[src/rtl/psfd_pkg.sv]
// Shared types, constants and the CRC-8 helper for the pressure sensor frame decoder.
package psfd_pkg;

    localparam logic [7:0] CRC_POLY  = 8'h31;
    localparam logic [7:0] CRC_INIT  = 8'hFF;
    localparam logic [3:0] LAST_BYTE = 4'd8;
    localparam logic [6:0] CENTI     = 7'd100;

    localparam logic [1:0] ST_OK    = 2'd0;
    localparam logic [1:0] ST_CRC   = 2'd1;
    localparam logic [1:0] ST_SCALE = 2'd2;

    localparam int QUO_W = 22;   // |pressure*100| < 2^22
    localparam int DIV_W = 16;   // |scale| <= 2^15
    localparam int CNT_W = 5;

    typedef enum logic [1:0] {
        PH_HIGH,
        PH_LOW,
        PH_CHECK
    } t_phase;

    typedef enum logic [1:0] {
        BK_IDLE,
        BK_DIV,
        BK_OUT
    } t_back_state;

    typedef struct packed {
        logic [1:0]  status;
        logic [15:0] pressure_raw;
        logic [15:0] temperature_raw;
        logic [15:0] scale_raw;
    } t_job;

    function automatic logic [7:0] crc_update(input logic [7:0] crc, input logic [7:0] b);
        logic [7:0] c;
        c = crc ^ b;
        for (int i = 0; i < 8; i++) begin
            c = c[7] ? ((c << 1) ^ CRC_POLY) : (c << 1);
        end
        return c;
    endfunction

endpackage

[src/rtl/psfd_front.sv]
// Byte intake: index tracking, CRC check and word assembly; emits one job per reply.
module psfd_front (
    input  logic                i_clk,
    input  logic                i_rst_n,
    input  logic                i_valid,
    input  logic [7:0]          i_rx_byte,
    input  logic                i_frame_start,
    output logic                o_stall,
    input  logic                i_q_full,
    output logic                o_push,
    output psfd_pkg::t_job      o_job
);
    import psfd_pkg::*;

    logic [3:0] r_idx;
    logic [7:0] r_crc;
    logic       r_good;
    logic [7:0] r_hold;
    logic [15:0] r_pressure_raw;
    logic [15:0] r_temperature_raw;
    logic [15:0] r_scale_raw;

    logic [3:0]  pos;
    logic [7:0]  crc_eff;
    logic        good_eff;
    logic [7:0]  crc_next;
    logic [15:0] word;
    logic        accept;
    logic        crc_match;
    t_phase      phase;

    assign o_stall = i_q_full;
    assign accept  = i_valid && !i_q_full;

    always_comb begin
        pos      = i_frame_start ? 4'd0 : r_idx;
        if (pos > LAST_BYTE) begin
            pos = 4'd0;
        end
        crc_eff  = i_frame_start ? CRC_INIT : r_crc;
        good_eff = i_frame_start ? 1'b1 : r_good;
        crc_next = crc_update(crc_eff, i_rx_byte);
        word     = {r_hold, i_rx_byte};
        crc_match = (crc_eff == i_rx_byte);
        unique case (pos)
            4'd0, 4'd3, 4'd6: phase = PH_HIGH;
            4'd1, 4'd4, 4'd7: phase = PH_LOW;
            default:          phase = PH_CHECK;
        endcase
    end

    assign o_push = accept && (pos == LAST_BYTE);

    always_comb begin
        o_job.pressure_raw    = r_pressure_raw;
        o_job.temperature_raw = r_temperature_raw;
        o_job.scale_raw       = r_scale_raw;
        priority if (!(good_eff && crc_match)) begin
            o_job.status = ST_CRC;
        end else if (r_scale_raw == 16'd0) begin
            o_job.status = ST_SCALE;
        end else begin
            o_job.status = ST_OK;
        end
    end

    always_ff @(posedge i_clk) begin
        if (!i_rst_n) begin
            r_idx  <= 4'd0;
            r_crc  <= CRC_INIT;
            r_good <= 1'b1;
        end else if (accept) begin
            r_idx <= (pos == LAST_BYTE) ? 4'd0 : pos + 4'd1;
            unique case (phase)
                PH_HIGH, PH_LOW: begin
                    r_crc  <= crc_next;
                    r_good <= good_eff;
                end
                default: begin
                    r_crc  <= CRC_INIT;
                    r_good <= (pos == LAST_BYTE) ? 1'b1 : (good_eff && crc_match);
                end
            endcase
        end
    end

    always_ff @(posedge i_clk) begin
        if (accept) begin
            if (phase == PH_HIGH) begin
                r_hold <= i_rx_byte;
            end
            if (phase == PH_LOW) begin
                unique case (pos)
                    4'd1:    r_pressure_raw    <= word;
                    4'd4:    r_temperature_raw <= word;
                    default: r_scale_raw       <= word;
                endcase
            end
        end
    end

endmodule

[src/rtl/psfd_queue.sv]
// Two-entry job queue between intake and conversion.
module psfd_queue (
    input  logic            i_clk,
    input  logic            i_rst_n,
    input  logic            i_push,
    input  psfd_pkg::t_job  i_job,
    output logic            o_full,
    input  logic            i_pop,
    output logic            o_empty,
    output psfd_pkg::t_job  o_job
);
    import psfd_pkg::*;

    t_job       r_mem [2];
    logic       r_wptr;
    logic       r_rptr;
    logic [1:0] r_count;

    assign o_full  = (r_count == 2'd2);
    assign o_empty = (r_count == 2'd0);
    assign o_job   = r_mem[r_rptr];

    always_ff @(posedge i_clk) begin
        if (i_push) begin
            r_mem[r_wptr] <= i_job;
        end
    end

    always_ff @(posedge i_clk) begin
        if (!i_rst_n) begin
            r_wptr  <= 1'b0;
            r_rptr  <= 1'b0;
            r_count <= 2'd0;
        end else begin
            if (i_push) begin
                r_wptr <= ~r_wptr;
            end
            if (i_pop) begin
                r_rptr <= ~r_rptr;
            end
            r_count <= r_count + {1'b0, i_push} - {1'b0, i_pop};
        end
    end

endmodule

[src/rtl/psfd_back.sv]
// Conversion: temperature halving and a radix-2 signed divider for pressure.
module psfd_back (
    input  logic                   i_clk,
    input  logic                   i_rst_n,
    input  logic                   i_q_empty,
    input  psfd_pkg::t_job         i_job,
    output logic                   o_pop,
    output logic                   o_valid,
    input  logic                   i_stall,
    output logic [1:0]             o_status,
    output logic signed [22:0]     o_pressure_centipa,
    output logic signed [14:0]     o_temperature_centic
);
    import psfd_pkg::*;

    t_back_state r_state, n_state;

    logic [CNT_W-1:0] r_cnt;
    logic [QUO_W-1:0] r_quo;
    logic [DIV_W-1:0] r_rem;
    logic [DIV_W-1:0] r_div;
    logic             r_neg;
    logic [1:0]       r_status;
    logic signed [22:0] r_p;
    logic signed [14:0] r_t;

    logic              load;
    logic              div_last;
    logic signed [22:0] p_scaled;
    logic [QUO_W-1:0]  p_mag;
    logic [DIV_W-1:0]  s_mag;
    logic [16:0]       t_adj;
    logic [DIV_W:0]    trial;
    logic [DIV_W:0]    diff;
    logic [QUO_W-1:0]  quo_next;

    always_comb begin
        n_state = r_state;
        unique case (r_state)
            BK_IDLE: begin
                if (!i_q_empty) begin
                    n_state = (i_job.status == ST_OK) ? BK_DIV : BK_OUT;
                end
            end
            BK_DIV: begin
                if (div_last) begin
                    n_state = BK_OUT;
                end
            end
            BK_OUT: begin
                if (!i_stall) begin
                    n_state = BK_IDLE;
                end
            end
            default: n_state = BK_IDLE;
        endcase
    end

    always_comb begin
        load    = (r_state == BK_IDLE) && !i_q_empty;
        o_pop   = load;
        o_valid = (r_state == BK_OUT);
    end

    assign div_last = (r_cnt == CNT_W'(QUO_W - 1));

    always_comb begin
        p_scaled = 23'($signed(i_job.pressure_raw)) * $signed({1'b0, CENTI});
        p_mag    = p_scaled[22] ? QUO_W'(-p_scaled) : QUO_W'(p_scaled);
        s_mag    = i_job.scale_raw[15] ? DIV_W'(-i_job.scale_raw) : i_job.scale_raw;
        // x*100/200 is x/2 toward zero
        t_adj    = {i_job.temperature_raw[15], i_job.temperature_raw}
                   + {16'd0, i_job.temperature_raw[15]};
        trial    = {r_rem, r_quo[QUO_W-1]};
        diff     = trial - {1'b0, r_div};
        quo_next = {r_quo[QUO_W-2:0], ~diff[DIV_W]};
    end

    always_ff @(posedge i_clk) begin
        if (!i_rst_n) begin
            r_state <= BK_IDLE;
        end else begin
            r_state <= n_state;
        end
    end

    always_ff @(posedge i_clk) begin
        if (load) begin
            r_status <= i_job.status;
            r_t      <= (i_job.status == ST_CRC) ? 15'sd0 : $signed(t_adj[15:1]);
            r_p      <= 23'sd0;
            r_quo    <= p_mag;
            r_rem    <= '0;
            r_div    <= s_mag;
            r_neg    <= i_job.pressure_raw[15] ^ i_job.scale_raw[15];
            r_cnt    <= '0;
        end else if (r_state == BK_DIV) begin
            r_quo <= quo_next;
            r_rem <= diff[DIV_W] ? trial[DIV_W-1:0] : diff[DIV_W-1:0];
            r_cnt <= r_cnt + CNT_W'(1);
            if (div_last) begin
                r_p <= r_neg ? -$signed({1'b0, quo_next}) : $signed({1'b0, quo_next});
            end
        end
    end

    assign o_status             = r_status;
    assign o_pressure_centipa   = r_p;
    assign o_temperature_centic = r_t;

endmodule

[src/rtl/pressure_sensor_frame_decoder_top.sv]
// Top level of the pressure sensor frame decoder.
//   channel | direction | signals
//   input   | in        | i_valid, o_stall, i_rx_byte, i_frame_start
//   output  | out       | o_valid, i_stall, o_status, o_pressure_centipa,
//           |           | o_temperature_centic
// The ninth byte of a reply queues one job (two deep).
// Conversion loads the job, runs the shift-subtract divider when the status is ok
// (skipped otherwise), then the result register waits for the sink.
// Synchronous active-low reset clears index, CRC, queue and result valid.
// Input stalls only while the job queue is full.
module pressure_sensor_frame_decoder_top (
    input  logic               i_clk,
    input  logic               i_rst_n,
    input  logic               i_valid,
    output logic               o_stall,
    input  logic [7:0]         i_rx_byte,
    input  logic               i_frame_start,
    output logic               o_valid,
    input  logic               i_stall,
    output logic [1:0]         o_status,
    output logic signed [22:0] o_pressure_centipa,
    output logic signed [14:0] o_temperature_centic
);
    import psfd_pkg::*;

    t_job push_job;
    t_job pop_job;
    logic push;
    logic pop;
    logic q_full;
    logic q_empty;

    psfd_front u_front (
        .i_clk         (i_clk),
        .i_rst_n       (i_rst_n),
        .i_valid       (i_valid),
        .i_rx_byte     (i_rx_byte),
        .i_frame_start (i_frame_start),
        .o_stall       (o_stall),
        .i_q_full      (q_full),
        .o_push        (push),
        .o_job         (push_job)
    );

    psfd_queue u_queue (
        .i_clk   (i_clk),
        .i_rst_n (i_rst_n),
        .i_push  (push),
        .i_job   (push_job),
        .o_full  (q_full),
        .i_pop   (pop),
        .o_empty (q_empty),
        .o_job   (pop_job)
    );

    psfd_back u_back (
        .i_clk                (i_clk),
        .i_rst_n              (i_rst_n),
        .i_q_empty            (q_empty),
        .i_job                (pop_job),
        .o_pop                (pop),
        .o_valid              (o_valid),
        .i_stall              (i_stall),
        .o_status             (o_status),
        .o_pressure_centipa   (o_pressure_centipa),
        .o_temperature_centic (o_temperature_centic)
    );

endmodule
[config.mk]
export PLATFORM = sky130hd
export DESIGN_NAME = pressure_sensor_frame_decoder_top
export DESIGN_NICKNAME = d
export VERILOG_FILES = /design/src/rtl/psfd_pkg.sv /design/src/rtl/psfd_front.sv /design/src/rtl/psfd_queue.sv /design/src/rtl/psfd_back.sv /design/src/rtl/pressure_sensor_frame_decoder_top.sv
export SDC_FILE = /design/constraint.sdc
export NUM_CORES = 1
export LEC_CHECK = 0
export BUFFER_PORTS_ARGS = -buffer_cell sky130_fd_sc_hd__buf_2
export CORE_MARGIN = 5
export CORE_UTILIZATION = 40
export DETAILED_ROUTE_END_ITERATION = 7
export SLEW_MARGIN = 20
export SYNTH_ARGS = -nofsm -noshare
export SYNTH_HDL_FRONTEND = slang
export SYNTH_HIERARCHICAL = 1
export SYNTH_SLANG_ARGS = --single-unit
export TNS_END_PERCENT = 100
[constraint.sdc]
create_clock -name i_clk -period 5.9 [get_ports i_clk]
set_clock_uncertainty 0.15 [all_clocks]
set_input_delay 0 -clock i_clk [delete_from_list [all_inputs] [get_ports i_clk]]
set_output_delay 0 -clock i_clk [all_outputs]
set_load 0.03 [all_outputs]
; ---- Word-level counts from Yosys, hierarchy flattened
; Memories as Yosys holds them, arrays and structs flattened. A register that Yosys moved wholly into a read port is not among the register bits.
; Cells that the tools add are included.
[totals]
reg_bits = 175
ram_bits = 100
output_inout_bits = 42
word_cells = 119
mem_count = 1
[mem_list]
columns = memory, depth, word_bits, rd, rd_clocked_by_memory_dff, wr, line
row1 = u_queue.r_mem, 2, 50, 1, 1, 1, psfd_queue.sv:14  ; t_job r_mem [2];
[classes]
add_sub_neg = 9
n_mul = 1
magnitude_cmp = 1
eq_ne = 16
muxes = 34
bitwise_logic = 14
reduce_logical = 23
[op_table]
columns = cell, count
row1 = 22-bit 2-to-1 mux, 3
row2 = 6-bit 2-to-1 mux, 8
row3 = 3-bit NOT, 8
row4 = 23-bit 2-to-1 mux, 1
row5 = 22-bit negation with 23-bit output, 1
row6 = 22-bit negation, 1
row7 = "16-bit by 6-bit multiplier with 21-bit output, second input constant", 1
row8 = 17-bit by 16-bit subtractor with 17-bit output, 1
row9 = 16-bit by 2-bit adder with 16-bit output, 1
row10 = 16-bit zero test, 1
row11 = 16-bit 2-to-1 mux, 1
row12 = 8-bit 2-to-1 mux, 2
row13 = 16-bit negation, 1
row14 = 15-bit 2-to-1 mux, 1
row15 = "4-bit by 3-bit == test with 1-bit output, second input constant", 3
row16 = 2-bit 2-to-1 mux, 6
row17 = 4-bit 2-to-1 mux, 3
row18 = 3-bit AND reduction, 4
row19 = 8-bit == test, 1
row20 = 2-bit zero test, 4
row21 = 8-bit XOR, 1
row22 = 1-bit 2-to-1 mux, 7
row23 = "2-bit by 1-bit == test with 1-bit output, second input constant", 3
row24 = 2-bit one-hot mux with 3 select lines, 1
row25 = 22 further kinds, 34

; ---- Depth between registers and ports, before layout
[logic_depth]
word_depth = 19
ltp_mapped = 20

; ---- Modules after synthesis
; The synthesis kept the hierarchy.
[modules_own_cells]
columns = module, instances, cells_per_inst, area_each_um2, seq_area_each_um2
row1 = psfd_back, 1, 798, 7444.6, 2602.5
row2 = psfd_queue, 1, 177, 4090.2, 3103.0
row3 = psfd_front, 1, 217, 2962.8, 1941.9

; ---- Least setup slack after synthesis
; No wires, ideal clock.
[synth_timing]
kind = flip-flop to flip-flop
from = register (tool-made name)
to = register u_back.r_quo[21], data pin
setup_ns = 0.267
arrival_ns = 4.347
required_time_ns = 5.483
slack_ns = 1.135
stages_incl_launch_ff = 18
path_buffers = 2
synth_period_minus_slack_ns = 4.765
cell_sequence = dfxtp_1 buf_6 buf_12 mux2_4 inv_1 ha_1 fa_1 ha_1 ha_1 fa_1 or4_1 nor2_1 nand3_1 nor4_1 and4b_1 a31oi_1 xnor2_1 o21ai_0
[synth_rtl]
columns = element, line
row1 = "end signal, assigned", psfd_back.sv:92  ; r_quo <= p_mag;
row2 = "end signal, assigned", psfd_back.sv:98  ; r_quo <= quo_next;
row3 = "end, declared", psfd_back.sv:19  ; logic [QUO_W-1:0] r_quo;

==> impl_results.md <==
- Status: completed
- Layout Utilization: 0.457
- Setup slack on the worst flop-to-flop path: between 0.8 and 0.9 ns
- Pwr dens: between 500 and 600 mW/mm2
- Starting Density: 0.407
- Die area: roughly 0.04 mm2
- Hold Startpoint: i_rx_byte[0]
- FF-to-FF path depth: 15
- Maxcap violations: 0
- Dpl ws: approximately 0.82 ns
- First-pass GRT wire length: around 45000 um
- Post-route insts no fill: between 1500 and 2000
- # rows: roughly 70
- Mapped Area: about 0.014 mm2
- Area share of the leading cell type in the synthesized netlist: 0.439
- Number of I/O port buffers: between 50 and 60
- CTS Buffer Depth: 3
- Fin crit period: between 5 and 6 ns
- Worst setup margin: around 0.81 ns
- Die Y: between 200 and 250 um
- Pin count of the biggest net entering global routing: 66
- Antenna violations before repair: 1
- Ratio of cells with drive above 1 in the final layout: 0.147
- Layout fillers: around 3300
- Synth Flop Type: edfxtp_1
- Top cells by area, synth: edfxtp_1 44%, dfxtp_1 8.8%, ha_1 6.7%
- Antenna-violating nets left: 0
- Hold Path Stages: 2
- Core box area: between 0.03 and 0.04 mm2
- Count of cell types in the netlist: 75
- Antenna diodes: 0
- Top Family by Delay on Critical Path: adder cells
- Cells after Synth: about 1200
- CP max stage cell: dfxtp_4
- # DRC: 0
- CP peak stage delay: roughly 0.61 ns
- Setup violators final: 0
- Number of global-route vias before repair: 8867
- Sequential cell area fraction in the yosys report: 0.527
- DIE WIDTH: 200 um
- Worst rel slew slack: 0.423
- Hold Crit Endpoint: u_front/r_hold[0]
- CTS tree: done
- Hold Path Class: input port to register
- Hold Vio Cnt, Final: 0
- All-Layer GR Usage: 0.133
- Largest area contributor in the netlist: edfxtp_1
- Crit path cell chain: mux2_4, inv_1, ha_1, fa_1, ha_1, ha_1, fa_1, or4_1, nor2_1, nand3_1, nor4_1, nand2_1, o41ai_2, xnor2_1, o21ai_0
- Cell area after placement: 0.0152 mm2
- Synth-to-layout area growth: 12.5%
- First DRT Iteration DRCs: ~470
- Fmax: slightly below 0.2 GHz
- DR pass1 iterations: 5
- Count of state elements after synthesis: 276
- Placer Congestion: about 0.8
- Final nets: 1363
- Mapped Nets: between 1000 and 1500
- Clk slew on worst S/H paths: around 0.060 ns
- Worst vdd rail ir drop: between 0.0002 and 0.0003 V
- Post-detailed-placement half-perimeter wirelength: 18800 um
- CTS root buf: clkbuf_16
- Ys async rst share: 0
- Placed cells: between 1500 and 2000
- Synth Area per Inst: between 10 and 15 um2
- Via density: 5.12
- Post-synth EDFFs: between 200 and 250
- Final worst path period share: 0.862
- DR WL/cell: about 16 um
- RSZ-0062 raised after global routing: no
- Routed via count: roughly 8900
- TNS Setup: 0 ns
- Crit path DAT: between 5 and 6 ns
- H-tree levels: 1
- I/O pin count: between 50 and 60
- Worst Tran Pin Value: ~0.86 ns
- Critical Path Fanout Max: 22
- CTS Buf Count: 30
- DRT Wirelength: between 20000 and 30000 um
- Reg-to-Reg End: u_back/r_quo[20]
- CP Class: register to register
- CP Buf/Inv Count: 1
- Design Area, Final: about 0.016 mm2
- Critical path endpoint category: register
- Lkg Pwr: 0.00609 uW
- Max-slew violations: 0
- CP required: between 6 and 7 ns
- Congestion Overflow GR: 0
- Post-CTS sizing: 0
- Worst-skew pair later-pin latency: around 0.56 ns
- Synth warn: 6
- CP Launch Type: register
- Cell mode on critical path: ha_1
- Clock tree sinks: 276
## where the power goes
part | switching, uW | internal [uW] | total [uW]
Combinational | 2150 | 1610 | 3760
Sequential | 223 | 2470 | 2700
Clock | 743 | 1110 | 1850
Total | 3120 | 5190 | 8310
## state kept, by name, summed over array words and instances, names as in the netlist, 15 cells and up, named ones only
register / flops
u_front/r_pressure_raw: 16
u_back/r_rem: 16
u_back/o_temperature_centic: 15
u_front/r_temperature_raw: 16
u_back/o_pressure_centipa: 23
u_back/r_quo: 22
u_back/r_div: 16
u_queue/r_mem: 100
u_front/r_scale_raw: 16
## worst max-delay path by stage
stage | from | end | slack (ns) | cells past startpoint
floorplan | register | u_back/r_quo[21] | 1.14 | 17
global placement | register | u_back/r_quo[21] | 0.87 | 15
detailed placement | register | u_back/r_quo[21] | 0.82 | 15
CTS | register | u_back/r_quo[20] | 0.79 | 15
global route | register | u_back/r_quo[18] | 0.43 | 15
finish | register | u_back/r_quo[20] | 0.81 | 15
## per-stage QoR
step | hold WS (ns) | power [uW]
6_report | 0.167 | 8310
5_1_grt | 0.197 | 9010
4_1_cts | 0.164 | 8410
3_5_place_dp | 0.120 | 6500
3_3_place_gp | 0.105 | 6480
2_1_floorplan | -0.0511 | 5790
## repair_timing
item,CTS,global route
hold endpoints to repair,52,0
setup buffers,0,0
hold buffers,14,0
## worst register-to-register path: cells and delay by family, from the launching register on
kind / cells / cell delay (ns)
multiplexers: 1 / 0.38
AO/OA/AOI/OAI: 2 / 0.36
adder cells (fa/ha/maj): 5 / 1.73
AND/OR/NAND/NOR: 5 / 1.36
XOR/XNOR: 1 / 0.15
flip-flops: 1 / 0.61
buffers and inverters: 1 / 0.08
## cells by family (layout without fill, tap and decap cells)
group | after synthesis | in the layout | share of synthesized area
simple gates | 332 | 332 | 0.117
compound gates | 219 | 219 | 0.0979
mux | 67 | 67 | 0.0636
buf+inv | 92 | 181 | 0.0322
fa+ha+maj | 93 | 93 | 0.0880
flops | 276 | 276 | 0.527
xor+xnor | 113 | 113 | 0.0740
## layout make-up
cell class                 instances  area [um2]  area share
tap                              461         577      0.0354
clock inverter                    13         144     0.00882
inverter                          45         169      0.0104
multi-input combinational        824        6400       0.393
sequential                       276        7650       0.469
timing repair buffer              80         500      0.0307
clock buffer                      43         861      0.0528
## routing by layer
layer | GRT usage | wire length [um] | part of all wire
met4 | 0.0221 | 388 | 0.014
met5 | 0 | 0 | 0
met1 | 0.180 | 12700 | 0.47
met2 | 0.231 | 13000 | 0.48
met3 | 0.0189 | 933 | 0.035
## placed cells by master, fill, tap and decap left out, types with 13 or more instances in the layout
cell type,synthesis,routed
nand2_1,91,91
nand3_1,20,20
buf_2,8,54
nor4_1,17,17
mux2i_1,16,16
nor3_1,22,21
edfxtp_1,212,212
dfxtp_1,64,63
xnor2_1,57,57
o21ai_0,72,72
clkbuf_16,0,31
inv_1,45,44
o31ai_1,13,13
a21oi_1,39,39
nor2b_1,15,14
a211oi_1,15,15
fa_1,15,15
xor2_1,50,50
dlygate4sd3_1,0,14
ha_1,78,78
nor2_1,78,78
mux2_4,50,50
## Yosys cell counts, types with 5 or more instances
cell and n:
nand3_1 20, nand3b_1 7, and2_1 11, or3_1 11, a21o_1 7, a21boi_0 7, nor3_1 22, a311o_1 5
clkbuf_1 27, buf_2 8, nand2_1 91, ha_1 78, fa_1 15, buf_12 5, mux2i_1 16, nor4b_1 5
nor2b_1 15, o31ai_1 13, inv_1 45, nor2_1 78, edfxtp_1 212, xor2_1 50, o21a_1 11, nor3b_1 9
a21oi_1 39, o21ai_0 72, dfxtp_1 64, and3_1 8, o41ai_1 6, xnor3_1 6, mux2_4 50, xnor2_1 57
a31oi_1 9, nand2b_1 12, nor4_1 17, a211oi_1 15
(Power assumes the default switching activity.)
